## src/sv/sfe_pkg.sv

```systemverilog
// Shared types and constants for the sample frame encoder.
// No dependencies; all other files refer to it by scoped names.
`default_nettype none

package sfe_pkg;

  localparam int unsigned BODY_BYTES  = 9;
  localparam int unsigned FRAME_BYTES = 11;
  localparam int unsigned BODY_W      = BODY_BYTES * 8;

  localparam logic [15:0] CRC_INIT = 16'hFFFF;
  localparam logic [15:0] CRC_POLY = 16'h1021;

  localparam logic [1:0] REG_START_MARKER  = 2'd0;
  localparam logic [1:0] REG_STABLE_CODE   = 2'd1;
  localparam logic [1:0] REG_UNSTABLE_CODE = 2'd2;

  typedef struct packed {
    logic [7:0]         chan;
    logic               is_stable;
    logic signed [31:0] sample_value;
    logic [15:0]        seq_num;
  } in_word_t;

  typedef struct packed {
    logic [7:0] frame_byte;
    logic       last_byte;
  } out_word_t;

  // nine frame bytes ahead of the CRC, byte 0 in the top bits
  typedef logic [BODY_W-1:0] body_t;

  typedef struct packed {
    logic empty;
    logic full;
  } q_stat_t;

endpackage

`default_nettype wire

```

## src/sv/sfe_front.sv

```systemverilog
// Front end: configuration registers, accepts words and assembles frame bodies.
// Depends on sfe_pkg.
`default_nettype none

module sfe_front (
  input  wire logic             clk,
  input  wire logic             rst,
  input  wire logic             cfg_we,
  input  wire logic [1:0]       cfg_index,
  input  wire logic [7:0]       cfg_data,
  input  wire logic             start,
  input  wire sfe_pkg::in_word_t item,
  input  wire sfe_pkg::q_stat_t q_stat,
  output logic                  busy,
  output logic                  push,
  output sfe_pkg::body_t        body
);

  logic [7:0] start_marker;
  logic [7:0] stable_code;
  logic [7:0] unstable_code;
  logic [7:0] flag_byte;

  always_ff @(posedge clk) begin
    if (rst) begin
      start_marker  <= 8'd170;
      stable_code   <= 8'd1;
      unstable_code <= 8'd0;
    end else if (cfg_we) begin
      case (cfg_index)
        sfe_pkg::REG_START_MARKER:  start_marker  <= cfg_data;
        sfe_pkg::REG_STABLE_CODE:   stable_code   <= cfg_data;
        sfe_pkg::REG_UNSTABLE_CODE: unstable_code <= cfg_data;
        default: ;
      endcase
    end
  end

  assign flag_byte = item.is_stable ? stable_code : unstable_code;
  assign busy      = q_stat.full;
  assign push      = start && !q_stat.full;
  assign body      = {start_marker, item.chan, flag_byte,
                      item.sample_value, item.seq_num};

endmodule

`default_nettype wire

```

## src/sv/sfe_queue.sv

```systemverilog
// Two-entry queue of frame bodies between front and back ends.
// Depends on sfe_pkg.
`default_nettype none

module sfe_queue (
  input  wire logic       clk,
  input  wire logic       rst,
  input  wire logic       push,
  input  wire sfe_pkg::body_t push_body,
  input  wire logic       pop,
  output sfe_pkg::body_t  head,
  output sfe_pkg::q_stat_t stat
);

  sfe_pkg::body_t mem [2];
  logic       wr_ptr;
  logic       rd_ptr;
  logic [1:0] count;
  logic       do_pop;

  assign do_pop     = pop && (count != 2'd0);
  assign stat.empty = (count == 2'd0);
  assign stat.full  = (count == 2'd2);
  assign head       = mem[rd_ptr];

  always_ff @(posedge clk) begin
    if (push) begin
      mem[wr_ptr] <= push_body;
    end
  end

  always_ff @(posedge clk) begin
    if (rst) begin
      wr_ptr <= 1'b0;
      rd_ptr <= 1'b0;
      count  <= 2'd0;
    end else begin
      if (push) begin
        wr_ptr <= ~wr_ptr;
      end
      if (do_pop) begin
        rd_ptr <= ~rd_ptr;
      end
      case ({push, do_pop})
        2'b10:   count <= count + 2'd1;
        2'b01:   count <= count - 2'd1;
        default: count <= count;
      endcase
    end
  end

endmodule

`default_nettype wire

```

## src/sv/sfe_back.sv

```systemverilog
// Back end: shifts out frame bytes, runs CRC-16 a byte per cycle, appends it.
// Depends on sfe_pkg.
`default_nettype none

module sfe_back (
  input  wire logic        clk,
  input  wire logic        rst,
  input  wire sfe_pkg::body_t   head,
  input  wire sfe_pkg::q_stat_t q_stat,
  output logic             pop,
  output logic             active,
  output logic             result_valid,
  output sfe_pkg::out_word_t result
);

  sfe_pkg::body_t shreg;
  logic [3:0]     idx;
  logic [15:0]    crc;
  logic           take;
  logic [7:0]     cur_byte;

  function automatic logic [15:0] crc_byte(input logic [15:0] c, input logic [7:0] d);
    logic [15:0] acc;
    acc = c ^ {d, 8'h00};
    for (int b = 0; b < 8; b++) begin
      acc = acc[15] ? ({acc[14:0], 1'b0} ^ sfe_pkg::CRC_POLY) : {acc[14:0], 1'b0};
    end
    return acc;
  endfunction

  assign pop      = !active || (idx == 4'(sfe_pkg::FRAME_BYTES - 1));
  assign take     = pop && !q_stat.empty;
  assign cur_byte = shreg[sfe_pkg::BODY_W-1 -: 8];

  always_ff @(posedge clk) begin
    if (rst) begin
      active <= 1'b0;
      idx    <= 4'd0;
    end else if (take) begin
      active <= 1'b1;
      idx    <= 4'd0;
    end else if (active) begin
      active <= (idx != 4'(sfe_pkg::FRAME_BYTES - 1));
      idx    <= idx + 4'd1;
    end
  end

  always_ff @(posedge clk) begin
    if (take) begin
      shreg <= head;
      crc   <= sfe_pkg::CRC_INIT;
    end else if (active) begin
      shreg <= {shreg[sfe_pkg::BODY_W-9:0], 8'h00};
      if (idx < 4'(sfe_pkg::BODY_BYTES)) begin
        crc <= crc_byte(crc, cur_byte);
      end
    end
  end

  always_ff @(posedge clk) begin
    if (rst) begin
      result_valid <= 1'b0;
    end else begin
      result_valid <= active;
    end
  end

  always_ff @(posedge clk) begin
    if (idx < 4'(sfe_pkg::BODY_BYTES)) begin
      result.frame_byte <= cur_byte;
    end else if (idx == 4'(sfe_pkg::BODY_BYTES)) begin
      result.frame_byte <= crc[15:8];
    end else begin
      result.frame_byte <= crc[7:0];
    end
    result.last_byte <= active && (idx == 4'(sfe_pkg::FRAME_BYTES - 1));
  end

endmodule

`default_nettype wire

```

## src/sv/sample_frame_encoder_crc16.sv

```systemverilog
// Top level of the measurement framer with CRC-16/CCITT-FALSE.
// Depends on sfe_pkg, sfe_front, sfe_queue, sfe_back.
//
// Usage:
//   A measurement word on item is taken at a clock edge where start is high
//   and busy is low. Each word becomes an 11-byte frame on result, one byte
//   per cycle, each byte marked by result_valid for one cycle; last_byte
//   flags the CRC low byte. The receiver cannot stall the output.
//   When the block is empty, an accepted word is written into the queue,
//   loaded into the serializer and its first byte registered onto result.
//   Queued frames follow back to back: the byte-wide output serializer loads
//   the next frame as it sends a CRC low byte. A two-entry queue sits between
//   the input and the serializer, so busy rises only when two frames wait
//   behind the one being sent.
//   Configuration: cfg_we with cfg_index 0, 1, 2 writes start marker,
//   stable code, unstable code; other indexes are ignored. Write only
//   while idle.
//   Reset (rst, synchronous) empties the queue, stops output and restores
//   the registers to 0xAA, 0x01, 0x00.
`default_nettype none

module sample_frame_encoder_crc16 (
  input  wire logic          clk,
  input  wire logic          rst,
  input  wire logic          cfg_we,
  input  wire logic [1:0]    cfg_index,
  input  wire logic [7:0]    cfg_data,
  input  wire logic          start,
  output logic               busy,
  input  wire sfe_pkg::in_word_t item,
  output logic               result_valid,
  output sfe_pkg::out_word_t result
);

  sfe_pkg::q_stat_t q_stat;
  sfe_pkg::body_t   push_body;
  sfe_pkg::body_t   head;
  logic             push;
  logic             pop;
  logic             active;

  sfe_front u_front (
    .clk       (clk),
    .rst       (rst),
    .cfg_we    (cfg_we),
    .cfg_index (cfg_index),
    .cfg_data  (cfg_data),
    .start     (start),
    .item      (item),
    .q_stat    (q_stat),
    .busy      (busy),
    .push      (push),
    .body      (push_body)
  );

  sfe_queue u_queue (
    .clk       (clk),
    .rst       (rst),
    .push      (push),
    .push_body (push_body),
    .pop       (pop),
    .head      (head),
    .stat      (q_stat)
  );

  sfe_back u_back (
    .clk          (clk),
    .rst          (rst),
    .head         (head),
    .q_stat       (q_stat),
    .pop          (pop),
    .active       (active),
    .result_valid (result_valid),
    .result       (result)
  );

  a_last_marked: assert property (@(posedge clk) disable iff (rst)
    result.last_byte |-> result_valid)
    else $error("last byte without strobe");

  a_empty_start: assert property (@(posedge clk) disable iff (rst)
    (start && !busy && q_stat.empty && !active) |-> ##3 result_valid)
    else $error("first byte not taken three edges after accept");

  a_busy_full: assert property (@(posedge clk) disable iff (rst)
    busy |-> (active && !q_stat.empty))
    else $error("busy while serializer has room");

  a_rst_quiet: assert property (@(posedge clk)
    rst |=> !result_valid)
    else $error("output strobe after reset");

endmodule

`default_nettype wire
```

## config.mk

```make
export PLATFORM = sky130hd
export DESIGN_NAME = sample_frame_encoder_crc16
export DESIGN_NICKNAME = d
export VERILOG_FILES = /design/src/sv/sfe_pkg.sv /design/src/sv/sfe_front.sv /design/src/sv/sfe_queue.sv /design/src/sv/sfe_back.sv /design/src/sv/sample_frame_encoder_crc16.sv
export SDC_FILE = /design/constraint.sdc
export NUM_CORES = 1
export LEC_CHECK = 0
export BUFFER_PORTS_ARGS = -buffer_cell sky130_fd_sc_hd__buf_2
export CORE_UTILIZATION = 30
export CTS_BUF_LIST = sky130_fd_sc_hd__clkbuf_16
export CTS_CLUSTER_DIAMETER = 30
export DETAILED_ROUTE_END_ITERATION = 7
export PLACE_DENSITY_LB_ADDON = 0.15
export SYNTH_ARGS = -nofsm -noshare
export SYNTH_HDL_FRONTEND = slang
export SYNTH_HIERARCHICAL = 1
export SYNTH_SLANG_ARGS = --single-unit
export TNS_END_PERCENT = 1
```

## constraint.sdc

```tcl
create_clock -name clk -period 17.1 [get_ports clk]
set_clock_uncertainty 0.2 [all_clocks]
set_input_delay 5.13 -clock clk [delete_from_list [all_inputs] [get_ports clk]]
set_output_delay 5.13 -clock clk [all_outputs]
set_load 0.05 [all_outputs]
```

Word level (Yosys, flattened, before mapping):

Memories as Yosys holds them, arrays and structs flattened. A register that Yosys moved wholly into a read port is not among the register bits.
Index checks and enable logic that the tools add are counted.

* bitwise operators: 11
* muxes and demuxes: 20
* equal/unequal tests: 8
* add/sub/neg operators: 3
* reduce and logical (&&, ||, !) cells: 18
* $lt $le $gt $ge: 1

Operator list (count)
* $mux 72: 2
* $mux 13: 8
* $mux 8: 3
* $not 3->3: 8
* $xor 16x16->16: 1
* $eq 4x4->1 const B: 2
* $reduce_and 2->1: 4
* $eq 2x2->1 const B: 3
* $mux 1: 6
* $reduce_bool 2->1: 3
* $add 4x1->4 const B: 1
* $eq 2x1->1 const B: 2
* $logic_and 1x1->1: 4
* $logic_not 2->1: 2
* $lt 4x4->1 const B: 1
* $ne 4x4->1 const B: 1
* $pmux 2 s2: 1
* $logic_not 1->1: 3
* $add 2x1->2 const B: 1
* $not 1->1: 2
* $reduce_or 2->1: 1
* $sub 2x1->2 const B: 1
* $logic_or 1x1->1: 1

* word-level logic and storage cells: 75
* bits of input ports: 71
* output and inout bits: 11
* bits in writable memories: 144
* memories: 1
* register bits after elaboration: 131

Memory list
* u_queue.mem: depth 2, width 72, read ports 1, clocked after memory_dff 1, wr ports 1, RTL line sfe_queue.sv:15 `sfe_pkg::body_t mem [2];`

Logic depth before layout (Yosys ltp):

Gate-level depths: netlist of the first run.

* word-level depth: 17
* mapped depth: 9
* depth with buffers taken out: 9

Cells and area by module:

The synthesis of the first run kept the hierarchy.

Modules (own cells, without submodules)
* sfe_queue: cells each 247, sequential area each 4424.2 sq um, instances 1, area an instance 5387.7 sq um
* sfe_back: cells each 304, sequential area each 2782.7 sq um, instances 1, area an instance 4668.2 sq um
* sfe_front: cells each 165, sequential area each 480.5 sq um, instances 1, area an instance 1539.0 sq um

Least setup slack after synthesis of the first run:

No wires, ideal clock.

* kind: input port to flip-flop
* from: input port start
* to: memory u_queue/mem[0][0] in the netlist's numbering (enable)
* library setup time: 0.502 ns
* buffers on the path: 0
* data arrival time: 8.415 ns
* cell stages on the path: 3
* path slack: 7.983 ns
* data required time: 16.398 ns
* cells stage by stage: nor2b_1 > inv_1 > nor2_1

* longest elaborated chain between the ends: 3

Ends and longest elaborated chain
* from (decl): RTL line sample_frame_encoder_crc16.sv:28 `input wire logic start,`
* $logic_and 1x1->1: RTL line sfe_front.sv:41 `assign push = start && !q_stat.full;`
* $mux 1: RTL line sfe_queue.sv:27 `if (push) begin`
* $mux 1 (implied by the code): RTL line sfe_queue.sv:28 `mem[wr_ptr] <= push_body;`
* to (decl): RTL line sfe_queue.sv:15

Every way passes these cells.

Worst setup path in the final report of the first run:

* from: register u_queue.count[0]
* to: output port busy

* longest elaborated chain between the ends: 1

Ends and longest elaborated chain
* from (decl): RTL line sfe_queue.sv:18 `logic [1:0] count;`
* from (signal assigned): RTL line sfe_queue.sv:45 `2'b10: count <= count + 2'd1;`
* from (signal assigned): RTL line sfe_queue.sv:46 `2'b01: count <= count - 2'd1;`
* from (signal assigned): RTL line sfe_queue.sv:47 `default: count <= count;`
* $eq 2x2->1: RTL line sfe_queue.sv:23 `assign stat.full = (count == 2'd2);`
* to (decl): RTL line sample_frame_encoder_crc16.sv:29 `output logic busy,`

Every way passes these cells.

==> out/summary.txt, run 1 <==
=========================================================================================
Wire length per cell after detailed routing ................................     16.13 µm
Leak Pwr ...................................................................     5.384 nW
Post-cts gate resize count .................................................            0
Setup repair after global routing missed its margin ........................           no
Final design instance area without fill ....................................    14270 µm²
Critical hold path startpoint .............................................. u_front/start_marker[3]
Sequential area share after synthesis ......................................       66.30%
Initial cell density of the core ...........................................       30.64%
Count of pins over their slew limit ........................................            0
Maximum fanout count along the critical path ...............................            5
Kind of capture point of the worst setup path ..............................  output port
Final clock period utilization by the worst path ...........................       39.41%
Post-layout net count ......................................................          859
Final weighted congestion in routability-driven placement ..................       0.6876
Count of flip-flops with a built-in enable after synthesis .................          216
Post-Synthesis Cell Area ...................................................    11590 µm²
Count of buffering cells on the critical path with inverters included ......            1
Switching pwr ..............................................................    0.8141 mW
Power density over the cells ............................................... 207.8 nW/µm²
Sum of negative setup slack ................................................         0 ps
Fraction of power spent switching nets .....................................       27.45%
Leading register cell type out of synthesis ................................ sky130_fd_sc_hd__edfxtp_1
Run status .................................................................    completed
Share of power burned in combinational logic ...............................        22.9%
Count of hold buffers inserted by post-cts repair ..........................            0
Cell type group with the largest total delay on the critical path ..........   flip-flops
TritonCTS clock tree .......................................................         done
GRT Util Overall ...........................................................       11.45%
Most common cell in the synthesized netlist ................................ sky130_fd_sc_hd__edfxtp_1
Max rail drop VDD ..........................................................     100.7 µV
Clock latency of the later-clocked register in the worst-skew pair .........       550 ps
Max_cap viols ..............................................................            0
Number of buffers inserted during clock tree synthesis .....................           69
Global-route wire length before repair .....................................     34.02 mm
Endpoint of the worst hold-timing path ..................................... u_queue/mem[0][67]
CTS H-tree depth ...........................................................            3
Net count after synthesis ..................................................          792
Cells on worst reg2reg path ................................................            6
Worst-path cell chain ...................................................... and2b_2 > buf_2
Area growth from synthesis to final layout .................................       23.06%
Proportion of register bits with asynchronous set or reset after synthesis .           0%
Core region area ...........................................................    37840 µm²
WS Path Type ...............................................................      reg2out
Clock tree buffer depth ....................................................            3
Number of antenna violations at the first check in global routing ..........            4
Remaining global-route overflow ............................................            0
Routed vias ................................................................         5726
Number of warnings issued by yosys .........................................            6
Total Routed Length ........................................................     21.76 mm
Highest attainable clock frequency .........................................   0.1484 GHz
Total iterations of the first detailed-routing run .........................            4
Worst setup startpoint ..................................................... u_queue/count[0]
Most area-consuming cells after synthesis .................................. sky130_fd_sc_hd__edfxtp_1, sky130_fd_sc_hd__dfxtp_1, sky130_fd_sc_hd__mux2_2, sky130_fd_sc_hd__mux2_4, sky130_fd_sc_hd__buf_4
Clock sinks ................................................................          276
Pin count of the biggest net entering global routing .......................           73
Met2 WL post-DR ............................................................     11.24 mm
Slowest stage cell on the critical path .................................... sky130_fd_sc_hd__dfxtp_1
Data required time at the worst endpoint ...................................     11770 ps
Mapped Avg Cell Area .......................................................    16.19 µm²
Count of standard-cell rows ................................................           71
Detailed router's first-iteration violation count ..........................          186
Internal ...................................................................     2.152 mW
Synth top cells by count ................................................... sky130_fd_sc_hd__edfxtp_1, sky130_fd_sc_hd__mux2_2, sky130_fd_sc_hd__buf_4, sky130_fd_sc_hd__dfxtp_1, sky130_fd_sc_hd__mux2_4
Actual slew at the worst max-slew pin ......................................      1092 ps
Clock network fraction of design power .....................................        41.1%
Gate count of the mapped netlist ...........................................          716
Die H ......................................................................     198.6 µm
Start of the worst register-to-register path ............................... u_back/idx[0]
Highest signal layer in the routed design ..................................         met5
Reg power frac .............................................................        36.1%
Cell at the root of the clock tree ......................................... sky130_fd_sc_hd__clkbuf_16
Final setup fails ..........................................................            0
Count of unresolved DRC violations after routing ...........................            0
Die X ......................................................................     198.6 µm
Worst r2r dst .............................................................. u_back/shreg[66]
Remaining antenna violation count ..........................................            0
Post-CTS Setup Repair Bufs .................................................            0
Reg clk slew, reported paths ...............................................        50 ps
Standard cell area after detailed placement ................................    12040 µm²
Total half-perimeter wirelength after legalization and detailed placement ..     12.70 mm
Met3 wire length ...........................................................     1.203 mm
Worst-case headroom to the max-slew limit ..................................       27.19%
Die Outline Area ...........................................................    39440 µm²
Data arrival, critical path ................................................      1410 ps
Type of the worst min-delay path ...........................................      reg2reg
Final count of hold timing violations ......................................            0
Kind of start point of the critical path ...................................    flip-flop
Top-level port count .......................................................           82
Largest area contributor in the netlist .................................... sky130_fd_sc_hd__edfxtp_1
Post-layout min period .....................................................      6739 ps
Number of global-route vias before repair ..................................         6375
Post-synthesis register bit count ..........................................          276
Cells on Worst Hold Path ...................................................            0
Met1 layer wirelength in the final routing .................................     8.839 mm
Fraction of layout instances using a drive strength above 1 ................       41.56%
Number of distinct library cells after synthesis ...........................           39
Highest cell delay on the worst timing path ................................       410 ps
Number of I/O port buffers .................................................           81
Via-to-Cell Ratio ..........................................................        4.245
Top-area cell type share of the netlist area ...............................       55.94%
Worst setup slack for register-to-register paths ...........................     13760 ps
=========================================================================================
worst reg2reg max path, stage by stage (launching register included):
cell and delay, ps:
sky130_fd_sc_hd__dfxtp_1 350, sky130_fd_sc_hd__inv_1 100, sky130_fd_sc_hd__ha_1 200, sky130_fd_sc_hd__nand3b_4 110
sky130_fd_sc_hd__a21oi_4 720, sky130_fd_sc_hd__buf_4 920, sky130_fd_sc_hd__mux2_2 510
sequential cells by signal (all words and copies together) (netlist names), named ones only:
register	cells
u_back/result_valid	1
u_front/unstable_code	8
u_queue/count	2
u_queue/rd_ptr	1
u_back/active	1
u_queue/mem	144
u_back/shreg	72
u_back/crc	16
u_back/idx	4
u_front/start_marker	8
u_back/result	9
u_front/stable_code	8
u_queue/wr_ptr	1
power by group through the flow:
stage          combinational, mW  sequential [mW]  clock [mW]
5_1_grt                    0.735             1.09        1.29
6_report                   0.679             1.07        1.22
3_5_place_dp               0.690             1.09           0
3_3_place_gp               0.684             1.08           0
2_1_floorplan              0.563             1.08           0
4_1_cts                    0.695             1.07        1.25
kinds of logic after synthesis:
family,share of synthesized area (%)
adders and majority gates,0.5395
muxes,18.10
buffers and inverters,5.849
and+or+nand+nor,4.748
AOI/OAI and AO/OA,1.737
DFF,66.30
xor gates and xnor gates,2.730
cell usage in the layout, fill, tap and decap left out, types with 16 or more instances in the layout:
cell type,n
sky130_fd_sc_hd__buf_2,81
sky130_fd_sc_hd__clkbuf_16,70
sky130_fd_sc_hd__dfxtp_1,59
sky130_fd_sc_hd__edfxtp_1,216
sky130_fd_sc_hd__mux2_2,105
sky130_fd_sc_hd__mux2_4,39
sky130_fd_sc_hd__mux2i_1,33
sky130_fd_sc_hd__nand2_1,18
sky130_fd_sc_hd__nand2b_1,29
sky130_fd_sc_hd__nor2_1,17
sky130_fd_sc_hd__xnor2_1,16
layout make-up:
class / instances / area [µm²]
fillers: 3609 / 23580
flip-flops and latches: 276 / 7691
multi-input cells: 345 / 3247
clock buffers: 70 / 1752
well taps: 511 / 639.4
clock inverters: 53 / 470.5
repair buffers: 86 / 442.9
inverters: 5 / 18.77
diodes: 3 / 7.507
how the worst max path moves through the flow:
stage / to / slack (ps) / depth (start not counted)
global placement: u_queue/mem[0][10] / 9970 / 5
CTS: busy / 10310 / 2
detailed placement: u_queue/mem[0][8] / 9910 / 5
floorplan: u_queue/mem[0][0] / 7980 / 3
finish: busy / 10360 / 2
global route: busy / 10290 / 2
metrics by stage:
stage / cells / utilization (%) / power [mW] / hold slack [ps] / worst slack [ps]
2_1_floorplan: 716 / - / 1.644 / 226.3 / 7983
3_3_place_gp: 1223 / 31.81 / 1.762 / 246.6 / 9971
6_report: 1349 / 37.70 / 2.966 / 239.5 / 10360
4_1_cts: 1346 / 37.68 / 3.019 / 246.9 / 10310
5_1_grt: 1346 / 37.68 / 3.113 / 257.1 / 10290
3_5_place_dp: 1223 / 31.81 / 1.775 / 247.3 / 9910
routing by layer:
layer  track usage (%)  vias to the layer above
met2             20.03                      124
met5                 0                        -
met1             12.30                     2832
met3             4.256                       46
li1                  -                     2720
met4             4.986                        4
(Power assumes the default switching activity.)
==> run 2, diff against run 1 <==
Settings changed: ABC_AREA from default to 1.
Clock period 17.1 ns to 5.6 ns, I/O delays scaled along.
==> out/summary.txt, run 2 <==
=========================================================================================
Run status .................................................................    completed
TritonCTS clock tree .......................................................         done
Power density over the cells ............................................... 650.7 nW/µm²
Number of distinct library cells after synthesis ...........................           27
Most common cell in the synthesized netlist ................................ sky130_fd_sc_hd__nand2_1
Start of the worst register-to-register path ............................... u_back/idx[0]
Post-cts gate resize count .................................................            0
Leak Pwr ...................................................................     6.298 nW
Switching pwr ..............................................................     3.055 mW
Fraction of layout instances using a drive strength above 1 ................       23.96%
Compound-gate portion of the synthesized area ..............................       2.499%
Cells on worst reg2reg path ................................................            9
Global-route wire length before repair .....................................     41.01 mm
Worst setup slack for register-to-register paths ...........................      2330 ps
Pin count of the biggest net entering global routing .......................           73
Top-area cell type share of the netlist area ...............................       53.53%
Remaining antenna violation count ..........................................            0
Share of cell area taken by muxes after synthesis ..........................       8.859%
Die H ......................................................................     203.0 µm
Reg clk slew, reported paths ...............................................        40 ps
Commonest cells after routing, fill and taps aside ......................... sky130_fd_sc_hd__nand2_1, sky130_fd_sc_hd__edfxtp_1, sky130_fd_sc_hd__nand3_1
Final clock period utilization by the worst path ...........................       59.38%
Worst-case headroom to the max-slew limit ..................................       29.27%
Clock network fraction of design power .....................................        40.3%
Final design instance area without fill ....................................    14790 µm²
CTS H-tree depth ...........................................................            3
Maximum fanout count along the critical path ...............................            4
Remaining global-route overflow ............................................            0
Post-Synthesis Cell Area ...................................................    12120 µm²
Worst-path cell chain ...................................................... inv_1 > nor2_1 > buf_2
Largest area contributor in the netlist .................................... sky130_fd_sc_hd__edfxtp_1
Final weighted congestion in routability-driven placement ..................       0.7363
Number of buffers inserted during clock tree synthesis .....................           70
Diode count ................................................................            0
Area fraction in and, or, nand and nor cells after synthesis ...............       15.06%
Internal ...................................................................     6.566 mW
Proportion of register bits with asynchronous set or reset after synthesis .           0%
Fraction of power spent switching nets .....................................       31.75%
Detailed router's first-iteration violation count ..........................          359
Standard cell area after detailed placement ................................    12470 µm²
Number of warnings issued by yosys .........................................            6
Core region area ...........................................................    39820 µm²
Post-synthesis share of cell area spent on xor and xnor gates ..............      0.2891%
Initial cell density of the core ...........................................       30.43%
Die X ......................................................................     203.0 µm
Top-level port count .......................................................           82
Most common library cell in the layout ignoring fill and taps .............. sky130_fd_sc_hd__nand2_1
Count of flip-flops with a built-in enable after synthesis .................          216
Synth top cells by count ................................................... sky130_fd_sc_hd__nand2_1, sky130_fd_sc_hd__edfxtp_1, sky130_fd_sc_hd__nand3_1
Type of the worst min-delay path ...........................................      reg2reg
Max rail drop VDD ..........................................................     386.0 µV
Worst hold margin ..........................................................     258.4 ps
Number of placed cells counting well taps ..................................         1548
Highest attainable clock frequency .........................................   0.3007 GHz
Cell type group with the largest total delay on the critical path ..........   flip-flops
Number of antenna violations at the first check in global routing ..........            0
Share of power burned in combinational logic ...............................        25.1%
Count of standard-cell rows ................................................           73
Post-layout net count ......................................................         1171
Main combinational cell family by area after synthesis ..................... simple AND/OR/NAND/NOR gates
Endpoint of the worst hold-timing path ..................................... u_front/stable_code[0]
Data required time at the worst endpoint ...................................      3720 ps
Count of buffering cells on the critical path with inverters included ......            2
Setup repair after global routing missed its margin ........................           no
Reg power frac .............................................................        34.6%
Clock sinks ................................................................          276
Sequential area share after synthesis ......................................       63.44%
Count of unresolved DRC violations after routing ...........................            0
Register containing the most flip-flops in the final layout ................  u_queue/mem
Total Routed Length ........................................................     25.99 mm
Via-to-Cell Ratio ..........................................................        4.303
Max_cap viols ..............................................................            0
Final count of hold timing violations ......................................            0
Cells on Worst Hold Path ...................................................            2
Routed vias ................................................................         7216
Data arrival, critical path ................................................      1450 ps
Actual slew at the worst max-slew pin ......................................      1061 ps
Post-CTS Setup Repair Bufs .................................................            0
Worst r2r dst .............................................................. u_back/shreg[67]
WS Path Type ...............................................................      reg2out
Highest cell delay on the worst timing path ................................       360 ps
Wire length per cell after detailed routing ................................     15.50 µm
Final setup fails ..........................................................            0
Mapped Avg Cell Area .......................................................    11.71 µm²
Most area-consuming cells after synthesis .................................. sky130_fd_sc_hd__edfxtp_1, sky130_fd_sc_hd__dfxtp_1, sky130_fd_sc_hd__mux2_4, sky130_fd_sc_hd__nand2_1, sky130_fd_sc_hd__nand3_1
Critical hold path startpoint .............................................. u_front/stable_code[0]
Synthesized-area fraction occupied by adder cells ..........................      0.5163%
Total iterations of the first detailed-routing run .........................            6
Area growth from synthesis to final layout .................................       22.01%
Die Outline Area ...........................................................    41200 µm²
Total half-perimeter wirelength after legalization and detailed placement ..     15.35 mm
Slowest stage cell on the critical path .................................... sky130_fd_sc_hd__dfxtp_1
Net count after synthesis ..................................................         1111
Cell at the root of the clock tree ......................................... sky130_fd_sc_hd__clkbuf_16
Leading register cell type out of synthesis ................................ sky130_fd_sc_hd__edfxtp_1
Sum of negative setup slack ................................................         0 ps
Kind of start point of the critical path ...................................    flip-flop
Post-layout min period .....................................................      3325 ps
Count of hold buffers inserted by post-cts repair ..........................            0
Post-synthesis register bit count ..........................................          276
Number of I/O port buffers .................................................           81
Clock latency of the later-clocked register in the worst-skew pair .........       560 ps
Number of global-route vias before repair ..................................         7266
Fraction of the core area covered by cells at the end of the flow ..........       37.13%
Count of pins over their slew limit ........................................            0
GRT Util Overall ...........................................................       13.06%
Kind of capture point of the worst setup path ..............................  output port
Clock tree buffer depth ....................................................            3
Top Registers .............................................................. u_queue/mem x144, u_back/shreg x72, u_back/crc x16
Max FFs per register .......................................................          144
Gate count of the mapped netlist ...........................................         1035
Count of non-filler cells in the finished layout ...........................         1677
=========================================================================================
[run 2: cell types whose count changed after synthesis, sizes merged, moves of 33 or more]
cell / delta
inv: +78
nand2: +238
nor2: +43
mux2i: -33
mux2: -72
nand3: +111
[run 2: metal layers]
| metal | GRT usage (%) | vias to the layer above | share of wire (%) |
|---|---|---|---|
| met2 | 20.58 | 140 | 47 |
| met5 | 0 | - | 0 |
| met4 | 5.612 | 0 | 2.9 |
| met3 | 3.596 | 62 | 4.3 |
| li1 | - | 3602 | - |
| met1 | 16.77 | 3412 | 45 |
[run 2: cell families after synthesis]
family	Yosys count
XOR/XNOR	4
AND/OR/NAND/NOR	436
flip-flops	276
buffers and inverters	184
AO/OA/AOI/OAI	58
adder cells (fa/ha/maj)	5
multiplexers	72
[run 2: cell type report]
cell class              count  area [µm²]
repair buffers             89       490.5
well taps                 525       656.9
clock inverters            57       518.0
fillers                  3993       25040
clock buffers              72        1802
inverters                  83       312.8
multi-input cells         575        3314
flip-flops and latches    276        7691
[run 2: how the worst max path moves through the flow]
stage | startpoint | endpoint | slack [ps] | cells after the start
after floorplan | start | u_queue/mem[0][0] | 1180 | 4
after global placement | start | u_queue/mem[0][60] | 1680 | 6
after detailed placement | start | u_queue/mem[0][61] | 1670 | 6
after CTS | u_queue/count[1] | busy | 2190 | 3
after global routing | u_back/idx[0] | u_back/shreg[27] | 2080 | 9
final | u_queue/count[1] | busy | 2270 | 3
[run 2: power groups by stage]
stage,combinational (mW),clock (mW),sequential [mW]
6_report,2.41,3.88,3.33
5_1_grt,2.73,4.08,3.39
4_1_cts,2.48,3.98,3.34
3_5_place_dp,2.47,0,3.37
3_3_place_gp,2.45,0,3.37
2_1_floorplan,1.97,0,3.33
[run 2: tightest hold or removal path, cell delays in order, from the launching register on]
cell and delay [ps]:
sky130_fd_sc_hd__dfxtp_1 320, sky130_fd_sc_hd__nand2_1 50, sky130_fd_sc_hd__nand3_1 50
[run 2: metrics by stage]
stage / setup slack (ps) / total power [mW]
floorplan: 1183 / 5.305
global placement: 1685 / 5.823
detailed placement: 1670 / 5.838
CTS: 2186 / 9.802
global route: 2083 / 10.20
finish: 2275 / 9.621
==> run 3, diff against run 2 <==
Settings changed: ABC_AREA 1 to 0.
Clock period 5.6 ns to 3.15 ns, I/O delays scaled along.
==> out/summary.txt, run 3 (synthesis gave the netlist of run 1 again) <==
========================================================================================
Fraction of the core area covered by cells at the end of the flow .........       37.61%
Count of standard-cell rows ...............................................           71
Crit path setup slack, layout .............................................     580.9 ps
Maximum fanout count along the critical path ..............................            5
Remaining antenna violation count .........................................            0
Share of power burned in combinational logic ..............................        24.3%
Total iterations of the first detailed-routing run ........................            4
Wire length per cell after detailed routing ...............................     16.50 µm
Max_cap viols .............................................................            0
Internal ..................................................................     11.43 mW
Count of unresolved DRC violations after routing ..........................            0
Count of hold buffers inserted by post-cts repair .........................            0
Leak Pwr ..................................................................     5.368 nW
Worst-case headroom to the max-slew limit .................................       53.91%
Clock latency of the later-clocked register in the worst-skew pair ........       580 ps
Number of antenna violations at the first check in global routing .........            4
Post-layout min period ....................................................      2569 ps
Reg clk slew, reported paths ..............................................        40 ps
Clock network fraction of design power ....................................        39.4%
Clock sinks ...............................................................          276
Total Routed Length .......................................................     22.15 mm
Fraction of power spent switching nets ....................................       27.64%
GRT Util Overall ..........................................................       11.51%
Post-CTS Setup Repair Bufs ................................................            0
Final clock period utilization by the worst path ..........................       81.56%
Final setup fails .........................................................            0
WS Path Type ..............................................................      reg2out
Type of the worst min-delay path ..........................................      reg2reg
Global-route wire length before repair ....................................     34.47 mm
Die X .....................................................................     198.6 µm
Data required time at the worst endpoint ..................................      2000 ps
Area growth from synthesis to final layout ................................       22.76%
Via-to-Cell Ratio .........................................................        4.251
Cell at the root of the clock tree ........................................ sky130_fd_sc_hd__clkbuf_16
Power density over the cells ..............................................  1110 nW/µm²
Post-layout net count .....................................................          856
Die H .....................................................................     198.6 µm
Actual slew at the worst max-slew pin .....................................     691.3 ps
Number of placed cells counting well taps .................................         1229
Top Registers ............................................................. u_queue/mem x144, u_back/shreg x72, u_back/crc x16
Overall power after layout ................................................     15.80 mW
Core region area ..........................................................    37840 µm²
Max FFs per register ......................................................          144
Pin count of the biggest net entering global routing ......................           51
Detailed router's first-iteration violation count .........................          178
Data arrival, critical path ...............................................      1420 ps
Total half-perimeter wirelength after legalization and detailed placement .     13.75 mm
Top-level port count ......................................................           82
Count of non-filler cells in the finished layout ..........................         1343
Number of I/O port buffers ................................................           81
Routed vias ...............................................................         5709
Clock tree buffer depth ...................................................            3
CTS H-tree depth ..........................................................            2
Die Outline Area ..........................................................    39440 µm²
Switching pwr .............................................................     4.367 mW
Number of buffers inserted during clock tree synthesis ....................           60
Most common library cell in the layout ignoring fill and taps ............. sky130_fd_sc_hd__edfxtp_1
Kind of start point of the critical path ..................................    flip-flop
Setup repair after global routing missed its margin .......................           no
Final count of hold timing violations .....................................            0
Number of global-route vias before repair .................................         6191
Fraction of layout instances using a drive strength above 1 ...............       41.45%
Highest attainable clock frequency ........................................   0.3892 GHz
Post-cts gate resize count ................................................            0
Setup slack after placement ...............................................     585.0 ps
Count of pins over their slew limit .......................................            0
Final weighted congestion in routability-driven placement .................       0.7219
FF+latch area .............................................................     7691 µm²
Max rail drop VDD .........................................................     442.9 µV
Run status ................................................................    completed
Kind of capture point of the worst setup path .............................  output port
Multi-input combinational cell area .......................................     3247 µm²
Reg power frac ............................................................        36.4%
Remaining global-route overflow ...........................................            0
Commonest cells after routing, fill and taps aside ........................ sky130_fd_sc_hd__edfxtp_1, sky130_fd_sc_hd__mux2_2, sky130_fd_sc_hd__buf_2
Initial cell density of the core ..........................................       30.64%
Fillcell total ............................................................         3617
Register containing the most flip-flops in the final layout ...............  u_queue/mem
TritonCTS clock tree ......................................................         done
========================================================================================
run 3: cell count changes in the layout (fill, tap and decap cells not counted), moves of 33 or more:
cell	change
sky130_fd_sc_hd__nor2_1	-43
sky130_fd_sc_hd__mux2_2	+103
sky130_fd_sc_hd__mux2i_1	+33
sky130_fd_sc_hd__nand3_1	-109
sky130_fd_sc_hd__nand2_1	-233
sky130_fd_sc_hd__inv_1	-71
run 3: worst max-delay path: stages, from the launching register on:
cell,delay (ps)
sky130_fd_sc_hd__dfxtp_1,410
sky130_fd_sc_hd__and2b_2,250
sky130_fd_sc_hd__buf_2,210
run 3: metrics by stage:
stage	TNS [ps]	hold WS, ps	instance area (µm²)
after floorplan	-26140	226.3	11600
after global placement	0	249.8	12170
after detailed placement	0	257.1	12170
after CTS	0	265.5	14230
after global routing	0	286.3	14230
final	0	262.1	14230
run 3: area by class of cell:
cell class                 instances  share of cell area [%]
timing repair buffer              92                   4.044
sequential                       276                   54.03
clock inverter                    52                   3.903
antenna                            2                 0.03516
inverter                           5                  0.1319
multi-input combinational        345                   22.81
tap                              511                   4.492
clock buffer                      60                   10.55
run 3: path summary, 6_finish.rpt:
path / from / slack, ps / end / depth (start not counted)
max: u_queue/count[0] / 580 / busy / 2
min: u_front/start_marker[7] / 260 / u_queue/mem[1][71] / 0
max reg2reg: u_back/idx[0] / 850 / u_back/shreg[44] / 6
min reg2reg: u_front/start_marker[7] / 260 / u_queue/mem[1][71] / 0
run 3: power by group through the flow:
stage / registers, mW / logic (mW) / clock network, mW
6_report: 5.75 / 3.83 / 6.22
5_1_grt: 5.86 / 4.17 / 6.55
4_1_cts: 5.77 / 3.93 / 6.37
3_5_place_dp: 5.83 / 3.90 / 0
3_3_place_gp: 5.81 / 3.85 / 0
2_1_floorplan: 5.85 / 3.06 / 0
run 3: metal layers:
layer | wire (µm) | up-vias | global-route usage [%] | part of all wire [%]
li1 | - | 2712 | - | -
met1 | 9125 | 2829 | 13.20 | 41
met2 | 11230 | 116 | 19.74 | 51
met3 | 1229 | 48 | 3.781 | 5.5
met4 | 542 | 4 | 4.587 | 2.4
met5 | 25 | - | 0 | 0.11
